### src/rtl/core/c2z_pkg.sv
// Shared types and constants for the zero-padded same-size 2D convolution block.
package c2z_pkg;

	localparam int CMD_W       = 2;
	localparam int ROW_W       = 5;
	localparam int VALUE_W     = 16;
	localparam int SUM_W       = 38;
	localparam int ISIZE_W     = 6;
	localparam int KSIZE_W     = 4;
	localparam int CFG_INDEX_W = 2;
	localparam int CFG_DATA_W  = 6;
	// signed tap coordinate: row (5b) + kernel index (<15) - offset, with sign
	localparam int COORD_W     = 8;

	localparam logic [ISIZE_W-1:0] ISIZE_RESET = 6'd32;
	localparam logic [KSIZE_W-1:0] KSIZE_RESET = 4'd9;

	typedef enum logic [CMD_W-1:0] {
		CMD_LOAD_KERNEL = 2'd0,
		CMD_LOAD_IMAGE  = 2'd1,
		CMD_COMPUTE     = 2'd2
	} cmd_t;

	typedef enum logic [CFG_INDEX_W-1:0] {
		REG_IMAGE_SIZE  = 2'd0,
		REG_KERNEL_SIZE = 2'd1
	} reg_idx_t;

	typedef enum logic [2:0] {
		ST_IDLE   = 3'd0,
		ST_RUN    = 3'd1,
		ST_DRAIN1 = 3'd2,
		ST_DRAIN2 = 3'd3,
		ST_DONE   = 3'd4
	} seq_state_t;

	typedef struct packed {
		logic busy;
		logic clr;
		logic tap_s1;
		logic result_load;
	} seq_ctl_t;

endpackage

### src/rtl/core/c2z_seq.sv
// Tap sequencer: walks the kernel window, generates store addresses and MAC controls.
module c2z_seq #(
	parameter int MAX_IMAGE  = 32,
	parameter int MAX_KERNEL = 9,
	localparam int IDEPTH    = MAX_IMAGE * MAX_IMAGE,
	localparam int KDEPTH    = MAX_KERNEL * MAX_KERNEL,
	localparam int IA_W      = (IDEPTH > 1) ? $clog2(IDEPTH) : 1,
	localparam int KA_W      = (KDEPTH > 1) ? $clog2(KDEPTH) : 1
) (
	input  logic                            clk,
	input  logic                            arst_n,
	input  logic                            start,
	input  logic [c2z_pkg::ROW_W-1:0]       row,
	input  logic [c2z_pkg::ROW_W-1:0]       col,
	input  logic [c2z_pkg::ISIZE_W-1:0]     image_size,
	input  logic [c2z_pkg::KSIZE_W-1:0]     kernel_size,
	input  logic                            out_free,
	output logic [IA_W-1:0]                 img_addr,
	output logic [KA_W-1:0]                 ker_addr,
	output c2z_pkg::seq_ctl_t               ctl
);

	localparam int IW = (MAX_IMAGE > 1) ? $clog2(MAX_IMAGE) : 1;
	localparam int KW = (MAX_KERNEL > 1) ? $clog2(MAX_KERNEL) : 1;

	c2z_pkg::seq_state_t state_q, state_d;

	logic [c2z_pkg::ROW_W-1:0]    row_q, col_q;
	logic [c2z_pkg::ISIZE_W-1:0]  w_q;
	logic [c2z_pkg::KSIZE_W-1:0]  k_q;
	logic [c2z_pkg::KSIZE_W-1:0]  off_q;
	logic [KW-1:0]                kr_q, kc_q;
	logic                         tap_s1;

	logic [c2z_pkg::ISIZE_W-1:0]  w_eff;
	logic [c2z_pkg::KSIZE_W-1:0]  k_eff;
	logic [c2z_pkg::COORD_W-1:0]  ir, ic;
	logic                         ir_ok, ic_ok;
	logic                         col_last, row_last, last_tap;
	logic                         issue;

	// sizes above the store limits act as the limit
	assign w_eff = (image_size > MAX_IMAGE) ? c2z_pkg::ISIZE_W'(MAX_IMAGE) : image_size;
	assign k_eff = (kernel_size > MAX_KERNEL) ? c2z_pkg::KSIZE_W'(MAX_KERNEL) : kernel_size;

	// two's complement coordinates, bit 7 is the sign
	assign ir = c2z_pkg::COORD_W'(row_q) + c2z_pkg::COORD_W'(kr_q) - c2z_pkg::COORD_W'(off_q);
	assign ic = c2z_pkg::COORD_W'(col_q) + c2z_pkg::COORD_W'(kc_q) - c2z_pkg::COORD_W'(off_q);
	assign ir_ok = !ir[c2z_pkg::COORD_W-1] && (ir < c2z_pkg::COORD_W'(w_q));
	assign ic_ok = !ic[c2z_pkg::COORD_W-1] && (ic < c2z_pkg::COORD_W'(w_q));

	assign img_addr = IA_W'(ir[IW-1:0] * MAX_IMAGE + ic[IW-1:0]);
	assign ker_addr = KA_W'(kr_q * MAX_KERNEL + kc_q);

	assign col_last = (c2z_pkg::KSIZE_W'(kc_q) == k_q - 4'd1);
	assign row_last = (c2z_pkg::KSIZE_W'(kr_q) == k_q - 4'd1);
	assign last_tap = col_last && row_last;

	always_comb begin
		state_d = state_q;
		unique case (state_q)
			c2z_pkg::ST_IDLE: begin
				if (start) begin
					state_d = (k_eff == '0) ? c2z_pkg::ST_DRAIN1 : c2z_pkg::ST_RUN;
				end
			end
			c2z_pkg::ST_RUN: begin
				if (last_tap) begin
					state_d = c2z_pkg::ST_DRAIN1;
				end
			end
			c2z_pkg::ST_DRAIN1: state_d = c2z_pkg::ST_DRAIN2;
			c2z_pkg::ST_DRAIN2: state_d = c2z_pkg::ST_DONE;
			c2z_pkg::ST_DONE: begin
				if (out_free) begin
					state_d = c2z_pkg::ST_IDLE;
				end
			end
			default: state_d = c2z_pkg::ST_IDLE;
		endcase
	end

	always_comb begin
		ctl.busy        = (state_q != c2z_pkg::ST_IDLE);
		ctl.clr         = (state_q == c2z_pkg::ST_IDLE) && start;
		ctl.tap_s1      = tap_s1;
		ctl.result_load = (state_q == c2z_pkg::ST_DONE) && out_free;
		issue           = (state_q == c2z_pkg::ST_RUN) && ir_ok && ic_ok;
	end

	always_ff @(posedge clk or negedge arst_n) begin
		if (!arst_n) begin
			state_q <= c2z_pkg::ST_IDLE;
			tap_s1  <= 1'b0;
			kr_q    <= '0;
			kc_q    <= '0;
		end else begin
			state_q <= state_d;
			tap_s1  <= issue;
			if (state_q == c2z_pkg::ST_IDLE) begin
				kr_q <= '0;
				kc_q <= '0;
			end else if (state_q == c2z_pkg::ST_RUN) begin
				if (col_last) begin
					kc_q <= '0;
					kr_q <= kr_q + 1'b1;
				end else begin
					kc_q <= kc_q + 1'b1;
				end
			end
		end
	end

	// job operands, captured when a compute transaction is taken
	always_ff @(posedge clk) begin
		if ((state_q == c2z_pkg::ST_IDLE) && start) begin
			row_q <= row;
			col_q <= col;
			w_q   <= w_eff;
			k_q   <= k_eff;
			off_q <= k_eff >> 1;
		end
	end

endmodule

### config.mk
export PLATFORM = sky130hd
export DESIGN_NAME = c2z_seq
export DESIGN_NICKNAME = d
export VERILOG_FILES = /design/src/rtl/core/c2z_pkg.sv /design/src/rtl/core/c2z_seq.sv
export SDC_FILE = /design/constraint.sdc
export NUM_CORES = 1
export LEC_CHECK = 0
export BUFFER_PORTS_ARGS = -buffer_cell sky130_fd_sc_hd__buf_2
export CAP_MARGIN = 20
export CORE_MARGIN = 2
export CORE_UTILIZATION = 50
export CTS_BUF_LIST = sky130_fd_sc_hd__clkbuf_4 sky130_fd_sc_hd__clkbuf_8
export DETAILED_ROUTE_END_ITERATION = 12
export GPL_ROUTABILITY_DRIVEN = 0
export HOLD_SLACK_MARGIN = 0.1
export MAX_ROUTING_LAYER = met4
export PLACE_DENSITY = 0.73
export SLEW_MARGIN = 10
export SYNTH_ARGS = -nofsm -noshare
export SYNTH_HDL_FRONTEND = slang
export SYNTH_SLANG_ARGS = --single-unit
### constraint.sdc
create_clock -name clk -period 5.7 [get_ports clk]
set_input_delay 1.14 -clock clk [delete_from_list [all_inputs] [get_ports clk]]
set_output_delay 1.14 -clock clk [all_outputs]
set_load 0.005 [all_outputs]
==> results by group <==
Die
  – Core Area: between 4000 and 5000 µm²
  – Die area: 5690 µm²
  – DIE WIDTH: about 75 µm
  – # IOs: 45
  – Initial Utilization: 0.530
  – Row cnt: 25
  – Die Y: 75.4 µm

Final layout
  – Final Cell Area: 2930 µm²
  – Area grow syn2layout: 14.9%
  – Antenna diodes: 0
  – Proportion of layout cells with a drive suffix above 1: 0.191
  – Filler Cells Inserted: 441
  – Final net count: 371

Critical path
  – CP Max Fanout: 5
  – Worst Setup End Kind: output port
  – CP max stage cell: fa_1
  – R2R cell count: 13
  – Worst setup SP type: register
  – Reg2reg end: tap_s1
  – Crit path largest cell delay: 0.49 ns
  – Crit path arrival time: 2.62 ns
  – CP Cell Sequence: inv_1 > fa_1 > inv_1 > fa_1 > a21o_1 > a21oi_1 > xnor2_1 > buf_2
  – Critical setup path kind: register to output port
  – Crit Reg-Reg Startpoint: k_q[2]
  – Reg2reg setup slack: 2.25 ns
  – CP required: 4.56 ns

Placement
  – Post-DP HPWL: 4.04 mm
  – Port bufs: 44
  – Placed cell area: approximately 2800 µm²

Timing
  – Setup violations, final: 0
  – F_max: 266 MHz
  – Final Max Slew Viols: 0
  – Slew HR: 0.448
  – Worst Tran Pin Value: 0.826 ns
  – Crit share post-route: 0.659
  – Worst Clk Skew: 0.00278 ns
  – RSZ-0062 raised after global routing: false
  – Post-layout min period: between 3 and 4 ns
  – Setup TNS: 0 ns
  – Hold Violations, Final: 0

Power and ir drop
  – P_leak: 1.49 nW
  – Clk pwr share: 0.135
  – P_sw: 0.563 mW
  – Seq pwr share: 0.252
  – Comb pwr share: 0.613
  – Sw Share: 0.415
  – Int Pwr: 0.793 mW
  – P per Cell Area: about 460 nW/µm²
  – Max VDD drop: around 0.23 mV

Route
  – # DRC: 0
  – Antenna-violating nets left: 0
  – Initial DRC Count: 49
  – Routed WL: just over 5 mm
  – Router iterations before antenna repair: 4
  – Vias: 1895
  – Vias per inst: 5.18
  – DR WL/cell: 13.8 µm

CTS
  – Clock buffer depth: 2
  – Gates resized, CTS repair: 0
  – CTS tree: done
  – CTS hold repair buffers: 0
  – Clock sinks: 32
  – Post-CTS setup buffers: 0
  – Reg clk slew, reported paths: roughly 0.06 ns
  – Root Driver: clkbuf_8
  – Clk_lat worst skew: ~0.29 ns
  – CTS Buf Count: 5
  – H-tree depth: 2

Yosys
  – Synth Area per Inst: 10.1 µm²
  – Yosys cell types: 35
  – Post-Syn Area: 2550 µm²
  – Largest cells by area after synthesis: edfxtp_1 (24%), ha_1 (21%), dfrtp_1 (12%), inv_1 (6.9%), xnor2_1 (6.2%)
  – Post-synth ARST share: 0.375
  – Yosys warning count: 0
  – Post-Synthesis Cells: 252
  – Post-synth EDFFs: 20
  – Net Count, Synth: 325
  – Flops & latches, synth: 32
  – Area leader, netlist: edfxtp_1
  – Main synth FF type: edfxtp_1
  – Register area share after synthesis: 0.353
  – Yosys top cell area share: 0.235

Worst hold path
  – Hold Startpoint: state_q[2]
  – Worst min-delay path endpoint: state_q[2]
  – Hold Crit Depth: 1
  – Worst Hold Class: register to register

Global route
  – Vias in the first global route: 1856
  – Total grt overflow: 0
  – Largest net degree at the start of global routing: 22
  – Global-route wire length before repair: approximately 8.4 mm
  – Total GRT Usage: 0.208
  – Antenna violations before repair: 0

Outcome
  – Status: finished, final reports clean

Run
  – Max Cap Viol: 0
## area by class of cell
| type | count | area, µm² | share of cell area |
|---|---|---|---|
| Clock inverter | 1 | 3.75 | 0.00128 |
| Sequential cell | 32 | 901 | 0.307 |
| Clock buffer | 7 | 90.1 | 0.0307 |
| Multi-Input combinational cell | 167 | 1450 | 0.494 |
| Timing Repair Buffer | 45 | 228 | 0.0777 |
| Inverter | 47 | 176 | 0.0602 |
| Tap cell | 67 | 83.8 | 0.0286 |
## per-layer routing
metal,wire length (µm),global-route usage,vias up,share of wire
li1,-,-,947,-
met1,2250,0.248,908,0.45
met2,2600,0.351,32,0.51
met3,144,0.0397,8,0.029
met5,0,-,-,0
met4,53,0.0741,0,0.011
## metrics by stage
| step | cells | setup slack (ns) | utilization | total power [mW] | hold WS, ns |
|---|---|---|---|---|---|
| 6_report | 366 | 1.94 | 0.608 | 1.36 | 0.577 |
| 5_1_grt | 366 | 1.80 | 0.608 | 1.50 | 0.616 |
| 4_1_cts | 366 | 1.94 | 0.608 | 1.37 | 0.576 |
| 3_5_place_dp | 358 | 2.26 | 0.589 | 1.17 | 0.573 |
| 3_3_place_gp | 358 | 2.32 | 0.589 | 1.15 | 0.559 |
| 2_1_floorplan | 252 | 2.45 | - | 0.915 | 0.510 |
## power groups by stage
stage               logic, mW  registers, mW  clock network (mW)
finish                  0.831          0.342               0.183
global route            0.952          0.348               0.198
CTS                     0.837          0.342               0.187
detailed placement      0.827          0.346                   0
global placement        0.805          0.344                   0
floorplan               0.589          0.326                   0
## synth_stat cells, types with 6 or more instances
cell,count
a21oi_1,12
dfrtp_1,12
nor2_1,11
a21o_1,6
nor2b_1,8
o22ai_1,7
edfxtp_1,20
fa_1,7
xnor2_1,18
nand2_1,8
o21ai_0,6
inv_1,47
ha_1,42
## worst max-delay path: cells and delay by family (launching register included)
kind	cells	cell delay [ns]
adder cells (fa/ha/maj)	2	0.94
flip-flops	1	0.45
AO/OA/AOI/OAI	2	0.41
buffers and inverters	3	0.35
XOR/XNOR	1	0.19
## cell usage in the layout, fill, tap and decap left out, drive strengths merged, types with 7 or more instances in the layout
cell type | synthesis | layout
inv | 47 | 47
buf | 1 | 45
ha | 42 | 42
edfxtp | 20 | 20
xnor2 | 19 | 19
a21oi | 12 | 12
dfrtp | 12 | 12
nor2 | 11 | 11
nor2b | 8 | 8
nand2 | 8 | 8
o22ai | 7 | 7
fa | 7 | 7
clkbuf | 5 | 7
## state kept, by name, summed over array words and instances, names as in the netlist
| signal | flops |
|---|---|
| col_q | 5 |
| k_q | 4 |
| kc_q | 4 |
| kr_q | 4 |
| row_q | 5 |
| state_q | 3 |
| tap_s1 | 1 |
| w_q | 6 |
## worst max-delay path by stage
stage | end | depth (start not counted) | start
6_report | img_addr[9] | 8 | kr_q[1]
5_1_grt | img_addr[9] | 8 | kr_q[1]
4_1_cts | img_addr[9] | 8 | kr_q[1]
3_5_place_dp | img_addr[9] | 8 | kr_q[1]
3_3_place_gp | img_addr[9] | 7 | k_q[2]
2_1_floorplan | ctl[2] | 2 | start
## cell families (layout without fill, tap and decap cells)
family          Yosys count  in the layout  synth area share
compound gates           43             43             0.108
xor+xnor                 23             23            0.0819
flops                    32             32             0.353
simple gates             48             48             0.101
buf+inv                  53            100            0.0795
mux                       4              4            0.0162
fa+ha+maj                49             49             0.261
Power figures use the tool's default switching activity.
