==> src/rtl/core/c2z_pkg.sv <==
// Shared types and constants for the zero-padded same-size 2D convolution block.
package c2z_pkg;

	localparam int CMD_W       = 2;
	localparam int ROW_W       = 5;
	localparam int VALUE_W     = 16;
	localparam int SUM_W       = 38;
	localparam int ISIZE_W     = 6;
	localparam int KSIZE_W     = 4;
	localparam int CFG_INDEX_W = 2;
	localparam int CFG_DATA_W  = 6;
	// signed tap coordinate: row (5b) + kernel index (<15) - offset, with sign
	localparam int COORD_W     = 8;

	localparam logic [ISIZE_W-1:0] ISIZE_RESET = 6'd32;
	localparam logic [KSIZE_W-1:0] KSIZE_RESET = 4'd9;

	typedef enum logic [CMD_W-1:0] {
		CMD_LOAD_KERNEL = 2'd0,
		CMD_LOAD_IMAGE  = 2'd1,
		CMD_COMPUTE     = 2'd2
	} cmd_t;

	typedef enum logic [CFG_INDEX_W-1:0] {
		REG_IMAGE_SIZE  = 2'd0,
		REG_KERNEL_SIZE = 2'd1
	} reg_idx_t;

	typedef enum logic [2:0] {
		ST_IDLE   = 3'd0,
		ST_RUN    = 3'd1,
		ST_DRAIN1 = 3'd2,
		ST_DRAIN2 = 3'd3,
		ST_DONE   = 3'd4
	} seq_state_t;

	typedef struct packed {
		logic busy;
		logic clr;
		logic tap_s1;
		logic result_load;
	} seq_ctl_t;

endpackage

==> src/rtl/core/c2z_mac.sv <==
// Shared multiply-accumulate unit: one tap per cycle, product registered before the add.
module c2z_mac #(
	parameter int SAMPLE_BITS = 16
) (
	input  logic                           clk,
	input  logic                           arst_n,
	input  c2z_pkg::seq_ctl_t              ctl,
	input  logic signed [SAMPLE_BITS-1:0]  pix,
	input  logic signed [SAMPLE_BITS-1:0]  coef,
	output logic signed [c2z_pkg::SUM_W-1:0] acc
);

	logic signed [2*SAMPLE_BITS-1:0]    prod_s2;
	logic                               tap_s2;
	logic signed [c2z_pkg::SUM_W-1:0]   acc_q;

	always_ff @(posedge clk or negedge arst_n) begin
		if (!arst_n) begin
			tap_s2 <= 1'b0;
		end else begin
			tap_s2 <= ctl.tap_s1;
		end
	end

	// only in-range taps are multiplied; padding taps outside the image never reach the sum
	always_ff @(posedge clk) begin
		if (ctl.tap_s1) begin
			prod_s2 <= pix * coef;
		end
	end

	always_ff @(posedge clk or negedge arst_n) begin
		if (!arst_n) begin
			acc_q <= '0;
		end else if (ctl.clr) begin
			acc_q <= '0;
		end else if (tap_s2) begin
			acc_q <= acc_q + c2z_pkg::SUM_W'(prod_s2);
		end
	end

	assign acc = acc_q;

endmodule

==> config.mk <==
export PLATFORM = sky130hd
export DESIGN_NAME = c2z_mac
export DESIGN_NICKNAME = d
export VERILOG_FILES = /design/src/rtl/core/c2z_pkg.sv /design/src/rtl/core/c2z_mac.sv
export SDC_FILE = /design/constraint.sdc
export NUM_CORES = 1
export LEC_CHECK = 0
export ABC_AREA = 1
export ABC_CLOCK_PERIOD_IN_PS = 6100
export BUFFER_PORTS_ARGS = -buffer_cell sky130_fd_sc_hd__buf_2
export CORE_MARGIN = 3
export CORE_UTILIZATION = 55
export CTS_CLUSTER_DIAMETER = 50
export DETAILED_ROUTE_END_ITERATION = 12
export GPL_TIMING_DRIVEN = 0
export PLACE_DENSITY_LB_ADDON = 0.12
export SKIP_LAST_GASP = 1
export SLEW_MARGIN = 20
export SYNTH_ARGS = -nofsm -noshare
export SYNTH_HDL_FRONTEND = slang
export SYNTH_SLANG_ARGS = --single-unit
==> constraint.sdc <==
create_clock -name clk -period 6.1 [get_ports clk]
set_clock_uncertainty 0.1 [all_clocks]
set_input_delay 0.305 -clock clk [delete_from_list [all_inputs] [get_ports clk]]
set_output_delay 0.305 -clock clk [all_outputs]
set_load 0.02 [all_outputs]
==> results of run 1 <==
-- worst min path at each step --
stage / startpoint / to / slack, ns / cells past startpoint
2_1_floorplan: arst_n / acc[0]$_DFFE_PN0P_ / -0.09 / 0
3_3_place_gp: acc[30]$_DFFE_PN0P_ / acc[30]$_DFFE_PN0P_ / 0.40 / 2
5_1_grt: arst_n / acc[4]$_DFFE_PN0P_ / 0.09 / 1
4_1_cts: arst_n / acc[0]$_DFFE_PN0P_ / 0.05 / 1
6_report: arst_n / acc[0]$_DFFE_PN0P_ / 0.02 / 1
3_5_place_dp: acc[30]$_DFFE_PN0P_ / acc[30]$_DFFE_PN0P_ / 0.39 / 2
-- synth_stat cells, types with 4 or more instances --
master,n,area share (%)
nand3_1,67,2.1
a21oi_1,61,1.9
nand3_2,4,0.25
edfxtp_1,32,6.1
or2_2,5,0.20
nor2_1,112,2.6
nand2_1,664,16
nand2_2,10,0.39
nor3_1,9,0.28
a21oi_2,4,0.22
xnor2_1,11,0.61
nand3b_1,12,0.57
o21ai_1,5,0.16
clkbuf_1,61,1.4
fa_1,263,33
nor2_2,5,0.20
xor2_1,20,1.1
o21bai_1,14,0.66
a21o_1,9,0.43
nand4_1,18,0.71
dfrtp_1,39,6.1
o21ai_0,32,1.0
inv_1,574,14
ha_1,119,9.4
-- per-stage QoR --
step	std cells	util, %	TNS [ns]	hold WS, ns	cell area (µm²)
6_report	2617	60.4	0	0.0189	17000
4_1_cts	2614	60.1	0	0.0494	16900
5_1_grt	2617	60.4	-0.0337	0.0878	17000
3_5_place_dp	2598	59.0	-7.26	0.394	16600
2_1_floorplan	2174	-	0	-0.0906	15900
3_3_place_gp	2598	59.0	-6.87	0.396	16600
-- worst reg2reg max path: cells and delay by family (launching register included) --
family	cells	cell delay, ns
flops	1	0.39
simple gates	10	1.22
fa+ha+maj	2	0.86
-- registers in the layout (all words and copies together) (netlist names) --
signal   flops
prod_s2     32
tap_s2       1
acc         38
-- per-layer routing --
| layer | track usage (%) | vias to the layer above | routed length, µm |
|---|---|---|---|
| li1 | - | 6478 | - |
| met1 | 35.8 | 6481 | 17500 |
| met2 | 53.1 | 426 | 21800 |
| met3 | 2.31 | 120 | 1980 |
| met4 | 12.8 | 0 | 2340 |
| met5 | 0 | - | 0 |
-- kinds of logic (layout without fill, tap and decap cells) --
logic type | count (synthesis) | after routing | share of synthesized area, %
DFF | 71 | 71 | 12.2
buffers and inverters | 641 | 706 | 15.2
and+or+nand+nor | 913 | 913 | 23.4
AOI/OAI and AO/OA | 136 | 136 | 4.94
adders and majority gates | 382 | 382 | 42.6
xor gates and xnor gates | 31 | 31 | 1.71
-- cell usage in the layout, fill, tap and decap left out, types with 9 or more instances in the layout --
master     instances
nand2_1          664
inv_1            574
fa_1             262
ha_1             119
nor2_1           112
nand3_1           67
a21oi_1           61
buf_2             51
clkbuf_2          39
dfrtp_1           39
o21ai_0           32
edfxtp_1          32
clkbuf_1          21
xor2_1            20
nand4_1           18
o21bai_1          14
nand3b_1          12
xnor2_1           11
nand2_2           10
nor3_1             9
a21o_1             9
clkbuf_16          9
-- repair_timing --
action,in CTS,in global routing
setup buffers,0,3
endpoints found under the setup margin,14,17
pin swaps,0,1
resized for setup,12,62
hold buffers,0,0
-- cell type report --
cell class	count	share of cell area, %
inverters	575	12.7
clock inverters	6	0.413
repair buffers	49	1.49
well taps	378	2.79
multi-input cells	1462	68.0
plain buffers	66	1.81
flip-flops and latches	71	11.4
clock buffers	10	1.35
==> flow_summary.ini, run 1 <==
[critical_path]
path_depth = 20
cp-end-kind = flip-flop
timing.critical_path.from = coef[12]
rr_endpoint = acc[28]$_DFFE_PN0P_
reg2reg_depth = 12
cp_data_required_time_ns = 6.09
critPathArrivalTime_ns = 5.85
worstReg2RegStart = acc[0]$_DFFE_PN0P_
slowest_delay_ns = 0.56
cpMaxStageDelayCell = fa_1
cpMostUsedCell = fa_1
worstSetupStartpointType = input port
crit_family = adder cells
crit_end = prod_s2[28]$_DFFE_PP_
crit_fanout = 10
path_buf_inv = 5
rrSetupSlack_ns = 3.44
path_cells = clkbuf_1, clkbuf_1, nand2_1, fa_1, inv_1, fa_1, fa_1, fa_1, fa_1, inv_1, fa_1, inv_1, ha_1, a21oi_1, o21ai_0, o21bai_1, a21oi_1, nand2_1, nand2_1, nand2_1
critPathKind = input port to flip-flop

[route]
drc = 0
ant_nets = 0
wl_per_cell_um = 16.6
wirelength_um = 43600
drt-vias-per-instance = 5.16
drt_iter0_markers = 933
firstDrtPassIters = 5
vias = 13500

[floorplanning]
std_cell_rows = 61
die_area_um2 = 30900
die_y_um = 176
core_um2 = 28100
num_io_pins = 76
initial_core_util_pct = 56.5
die_w_um = 176

[clock_network]
clk_latency_ns = 0.34
numCtsBuffers = 9
cts_buffer_depth = 2
cts-htree-levels = 3
cts_tree = built
cts_sinks = 71
clk_pin_slew_worst_paths_ns = 0.06
clockRootBuffer = clkbuf_16

[place]
dp_hpwl_um = 37900
gp_congestion = 1.00
port_buffers = 46
dp_slack_ns = -0.531

[synth]
syn_area_um2 = 15900
syn-num-nets = 2594
synthDistinctLibCells = 39
synth.yosys.seq_area_share_pct = 12.2
yosys_warnings = 0
async_reset_ff_share_pct = 54.9
syn_inst = 2174
ys_ff_latch = 71
synth-edff-count = 32
synth.avg_cell_area_um2 = 7.30
synthFlopType = dfrtp_1

[timing]
timing.slew.headroom_pct = 36.2
grt_setup_unrepaired = yes
finalCriticalPeriod_ns = 5.86
max_freq_ghz = 0.171
tightest_slew_ns = 0.958
finalSetupViolCount = 0
finalCritPeriodShare_pct = 96.1
finalHoldViolCount = 0
fin_ws_ns = 0.240
drv_slew = 0

[cells_and_area]
n_fill_cell = 2721
nets = 2654
regArea_um2 = 1940
layout-drive-gt1-share_pct = 6.34
areaGrowthSynthToFinish_pct = 6.80
num_antenna_cells = 0
multiInputGateArea_um2 = 11500

[global_routing]
antenna_found_initial = 0
grt_pass1_vias = 13900
grt_max_degree = 40
grt_first_pass_wirelength_um = 71200
grt_use_total_pct = 29.3
grt.overflow.total = 0

[hold_path]
hold_path_class = input port to async pin

[job]
drv_cap = 0

[outcome]
status = complete, no violations
Power of run 1 is not shown: default switching activity piles up to over one toggle a cycle in this logic, so the estimate is an artifact.
==> run 2, diff against run 1 <==
- CORE_ASPECT_RATIO: not set -> 0.7
==> run 2 against run 1 <==
Sequential share of layout area is the same. First-iteration DRC count grew 36%. Critical path depth unchanged. Routed wire length is 5.6% higher.
==> flow_summary.ini, run 2 (synthesis gave the netlist of run 1 again) <==
[outcome]
status = complete, no violations

[cells_and_area]
n_fill_cell = 2678
areaGrowthSynthToFinish_pct = 6.80
fin_util_pct = 60.4
final_cell_mix = nand2_1 (664), inv_1 (574), fa_1 (262)
nets = 2651
largest_reg_flops = 38
final_common_cell = nand2_1
final_cells = 2608
layout-drive-gt1-share_pct = 6.48

[floorplanning]
die_w_um = 209
std_cell_rows = 51
initial_core_util_pct = 56.5
num_io_pins = 76
die_area_um2 = 31000
core_um2 = 28100
die_y_um = 148

[route]
drt-vias-per-instance = 5.27
drc = 0
ant_nets = 0
wirelength_um = 46000
firstDrtPassIters = 5
vias = 13800
wl_per_cell_um = 17.6
drt_iter0_markers = 1267

[place]
gp_congestion = 0.996
numPlacedInstances = 2591
port_buffers = 46
dp_hpwl_um = 40300
dp_slack_ns = -0.619

[timing]
tightest_slew_ns = 0.821
fin_ws_ns = 0.168
grt_setup_unrepaired = no
finalCritPeriodShare_pct = 97.2
finalHoldViolCount = 0
finalSetupViolCount = 0
finalCriticalPeriod_ns = 5.93
max_freq_ghz = 0.169
timing.slew.headroom_pct = 45.3
drv_slew = 0

[clock_network]
clockRootBuffer = clkbuf_16
cts_sinks = 71
clk_latency_ns = 0.36
cts-htree-levels = 3
cts_buffer_depth = 2
clk_pin_slew_worst_paths_ns = 0.06
numCtsBuffers = 9
postCtsSetupBuffers = 0
cts_tree = built

[global_routing]
antenna_found_initial = 1
grt_util_met1_pct = 50.1
grt_max_degree = 40
gr-max-usage-layer = met1
grt_pass1_vias = 13300
grt_first_pass_wirelength_um = 73000
grt_use_total_pct = 31.0
grt.overflow.total = 0
grtUsageMet2_pct = 40.6
met3_usage_pct = 10.1

[critical_path]
critPathArrivalTime_ns = 5.93
slowest_delay_ns = 0.58
rrSetupSlack_ns = 3.23
cp_data_required_time_ns = 6.10
path_cells = clkbuf_2, buf_2, nand2_1, fa_1, inv_1, fa_1, fa_1, fa_1, fa_1, inv_1, fa_1, inv_1, ha_1, nand2_1, nor2_1, inv_1, nor2_1, nand4_1, nand2_1, xor2_1
crit_fanout = 10
worstSetupStartpointType = input port
timing.critical_path.from = pix[8]
cp-end-kind = flip-flop
crit_end = prod_s2[21]$_DFFE_PP_
critPathKind = input port to flip-flop
cpMaxStageDelayCell = fa_1
cpMostUsedCell = fa_1
rr_endpoint = acc[28]$_DFFE_PN0P_
reg2reg_depth = 12
worstReg2RegStart = acc[0]$_DFFE_PN0P_

[job]
drv_cap = 0

[hold_path]
hold_path_class = input port to flip-flop
run 2: cell count changes in the layout (fill, tap and decap cells not counted), sizes merged:
cell / before / now
clkbuf: 69 / 70
dlygate4sd3: 0 / 1
clkinv: 1 / 2
buf: 56 / 52
inv: 576 / 575
clkinvlp: 3 / 2
diode: 0 / 1
run 2: worst min path at each step:
| stage | from | endpoint | slack [ns] | cells after the start |
|---|---|---|---|---|
| 2_1_floorplan | arst_n | acc[0]$_DFFE_PN0P_ | -0.09 | 0 |
| 3_3_place_gp | acc[36]$_DFFE_PN0P_ | acc[36]$_DFFE_PN0P_ | 0.39 | 2 |
| 3_5_place_dp | acc[30]$_DFFE_PN0P_ | acc[30]$_DFFE_PN0P_ | 0.40 | 2 |
| 4_1_cts | arst_n | acc[5]$_DFFE_PN0P_ | 0.04 | 1 |
| 5_1_grt | ctl[2] | acc[6]$_DFFE_PN0P_ | 0.09 | 2 |
| 6_report | ctl[2] | acc[6]$_DFFE_PN0P_ | 0.09 | 2 |
run 2: layout make-up:
| type | instances | area, µm² | share of cell area [%] |
|---|---|---|---|
| multi-input cells | 1462 | 11500 | 68.0 |
| inverters | 575 | 2160 | 12.7 |
| flip-flops and latches | 71 | 1940 | 11.4 |
| well taps | 371 | 464 | 2.74 |
| plain buffers | 65 | 318 | 1.87 |
| repair buffers | 47 | 245 | 1.45 |
| clock buffers | 11 | 243 | 1.43 |
| clock inverters | 5 | 58.8 | 0.347 |
| diodes | 1 | 2.50 | 0.0148 |
run 2: per-layer routing:
layer	wire length (µm)	part of all wire (%)	up-vias
li1	-	-	6483
met1	21900	48	6600
met2	17500	38	632
met3	6190	13	37
met4	379	0.82	2
met5	91	0.20	-
run 2: what timing repair did:
item / 4_1_cts / 5_1_grt
hold endpoints to repair: 0 / 39
setup endpoints to repair: 17 / 18
hold buffers: 0 / 1
pin swaps: 0 / 1
gates resized for setup: 13 / 79
run 2: through the flow:
stage               hold WS, ns  TNS [ns]  area, µm²
floorplan               -0.0906         0      15900
CTS                      0.0403         0      16900
global placement          0.392     -8.81      16600
global route             0.0908         0      17000
finish                   0.0889         0      17000
detailed placement        0.399     -9.28      16600
run 2: worst max-delay path: cells and delay by family:
kind	cells	cell delay (ns)
and+or+nand+nor	6	1.25
buffers and inverters	6	0.84
xor gates and xnor gates	1	0.09
adders and majority gates	7	3.45
Power of run 2 is left out for the same reason.
==> run 3, diff against run 2 <==
- CORE_UTILIZATION: 55 -> 45
==> run 3 against run 2 <==
Largest cell class unchanged. Count of clock-buffer cells in the layout is 2 lower. Final area is 0.85% higher. Register-to-register slack worse by 0.10 ns. Worst hold slack worse by 0.012 ns. Maximum frequency is 0.48% higher.
==> flow_summary.ini, run 3 (synthesis gave the netlist of run 1 again) <==
[global_routing]
grt_max_degree = 40
grt.overflow.total = 0
antenna_found_initial = 1
grt_use_total_pct = 27.8
grt_first_pass_wirelength_um = 78600
grt_pass1_vias = 13800

[floorplanning]
die_w_um = 230
num_io_pins = 76
std_cell_rows = 56
initial_core_util_pct = 46.5
die_y_um = 163
core_um2 = 34100
die_area_um2 = 37600

[route]
drc = 0
wl_per_cell_um = 18.0
vias = 13700
drt-vias-per-instance = 5.08
firstDrtPassIters = 5
drt_iter0_markers = 1271
wirelength_um = 48500
ant_nets = 0

[critical_path]
critPathArrivalTime_ns = 5.91
cp_data_required_time_ns = 6.11
critPathKind = input port to flip-flop
worstReg2RegStart = acc[0]$_DFFE_PN0P_
reg2reg_depth = 12
rrSetupSlack_ns = 3.13
rr_endpoint = acc[28]$_DFFE_PN0P_
crit_fanout = 10
worstSetupStartpointType = input port
cp-end-kind = flip-flop

[cells_and_area]
layout-drive-gt1-share_pct = 6.84
n_fill_cell = 3507
nets = 2653
largest_reg_flops = 38
final_common_cell = nand2_1
areaGrowthSynthToFinish_pct = 7.70
final_cells = 2703
fin_util_pct = 50.1
final_cell_mix = nand2_1 (664), inv_1 (574), fa_1 (261)

[place]
dp_slack_ns = -0.614
gp_congestion = 0.986
port_buffers = 46
dp_hpwl_um = 42500
numPlacedInstances = 2684

[outcome]
status = complete, no violations

[timing]
timing.slew.headroom_pct = 42.8
finalSetupViolCount = 0
finalCriticalPeriod_ns = 5.90
drv_slew = 0
max_freq_ghz = 0.169
fin_ws_ns = 0.197
finalCritPeriodShare_pct = 96.8
tightest_slew_ns = 0.858
finalHoldViolCount = 0
fin_hold_ws_ns = 0.0770

[hold_path]
hold_path_class = input port to flip-flop
holdPathEnd = acc[6]$_DFFE_PN0P_
whs_path_depth = 2
min-delay-start = ctl[2]

[clock_network]
cts_tree = built
clk_pin_slew_worst_paths_ns = 0.06
clk_latency_ns = 0.36
cts_buffer_depth = 2
cts_sinks = 71
clockRootBuffer = clkbuf_16
cts-htree-levels = 3
numCtsBuffers = 9

[job]
drv_cap = 0
==> run 3: cell types whose count changed in the layout (fill, tap and decap cells not counted), sizes merged <==
cell      delta
clkinvlp     +1
clkbuf       -3
clkinv       -2
inv          +3
buf          +3
==> run 3: worst max-delay path, stage by stage <==
cell and delay, ns:
clkbuf_2 0.27, clkbuf_2 0.39, nand2_1 0.13, fa_1 0.55
inv_1 0.05, fa_1 0.50, fa_1 0.59, fa_1 0.44
fa_1 0.49, inv_1 0.05, fa_1 0.47, inv_1 0.04
ha_1 0.38, nand2_1 0.14, nor2_1 0.17, inv_1 0.07
nor2_1 0.44, nand4_1 0.16, nand2_1 0.18, xor2_1 0.09
==> run 3: routing by layer <==
layer,GRT usage (%),vias up,wire length [µm],share of wire (%)
met3,7.22,21,5560,11
met5,0,-,0,0
met2,37.2,532,18400,38
met4,3.54,0,307,0.63
met1,45.2,6680,24300,50
li1,-,6494,-,-
==> run 3: through the flow <==
stage / TNS, ns / cell area [µm²]
after detailed placement: -9.26 / 16700
after global placement: -9.43 / 16700
final: 0 / 17100
after floorplan: 0 / 15900
after global routing: -0.00119 / 17100
after CTS: -0.0154 / 17000
==> run 3: cell type report <==
type                    instances  area, µm²  area share [%]
well taps                     464        581            3.40
inverters                     575       2160            12.6
clock inverters                 7       78.8           0.461
clock buffers                   9        225            1.32
repair buffers                 48        250            1.46
diodes                          1       2.50          0.0146
flip-flops and latches         71       1940            11.3
plain buffers                  66        328            1.92
multi-input cells            1462      11500            67.5
==> run 3: worst max-delay path by stage <==
stage	startpoint	to	cells past startpoint	slack [ns]
final	pix[8]	prod_s2[21]$_DFFE_PP_	20	0.20
after global routing	coef[7]	prod_s2[31]$_DFFE_PP_	24	-0.001
after CTS	pix[7]	prod_s2[31]$_DFFE_PP_	24	-0.02
after detailed placement	pix[7]	prod_s2[31]$_DFFE_PP_	24	-0.61
after global placement	pix[8]	prod_s2[30]$_DFFE_PP_	20	-0.61
after floorplan	coef[3]	prod_s2[31]$_DFFE_PP_	20	0.43
==> run 3: timing repair <==
| action | in CTS | in global routing |
|---|---|---|
| endpoints found under the setup margin | 17 | 18 |
| pin swaps | 0 | 1 |
| buffers inserted | 0 | 1 |
| endpoints found under the hold margin | 0 | 39 |
| resized for setup | 20 | 76 |
| cloned | 0 | 0 |
| hold buffers | 0 | 1 |
Power of run 3 is left out for the same reason.
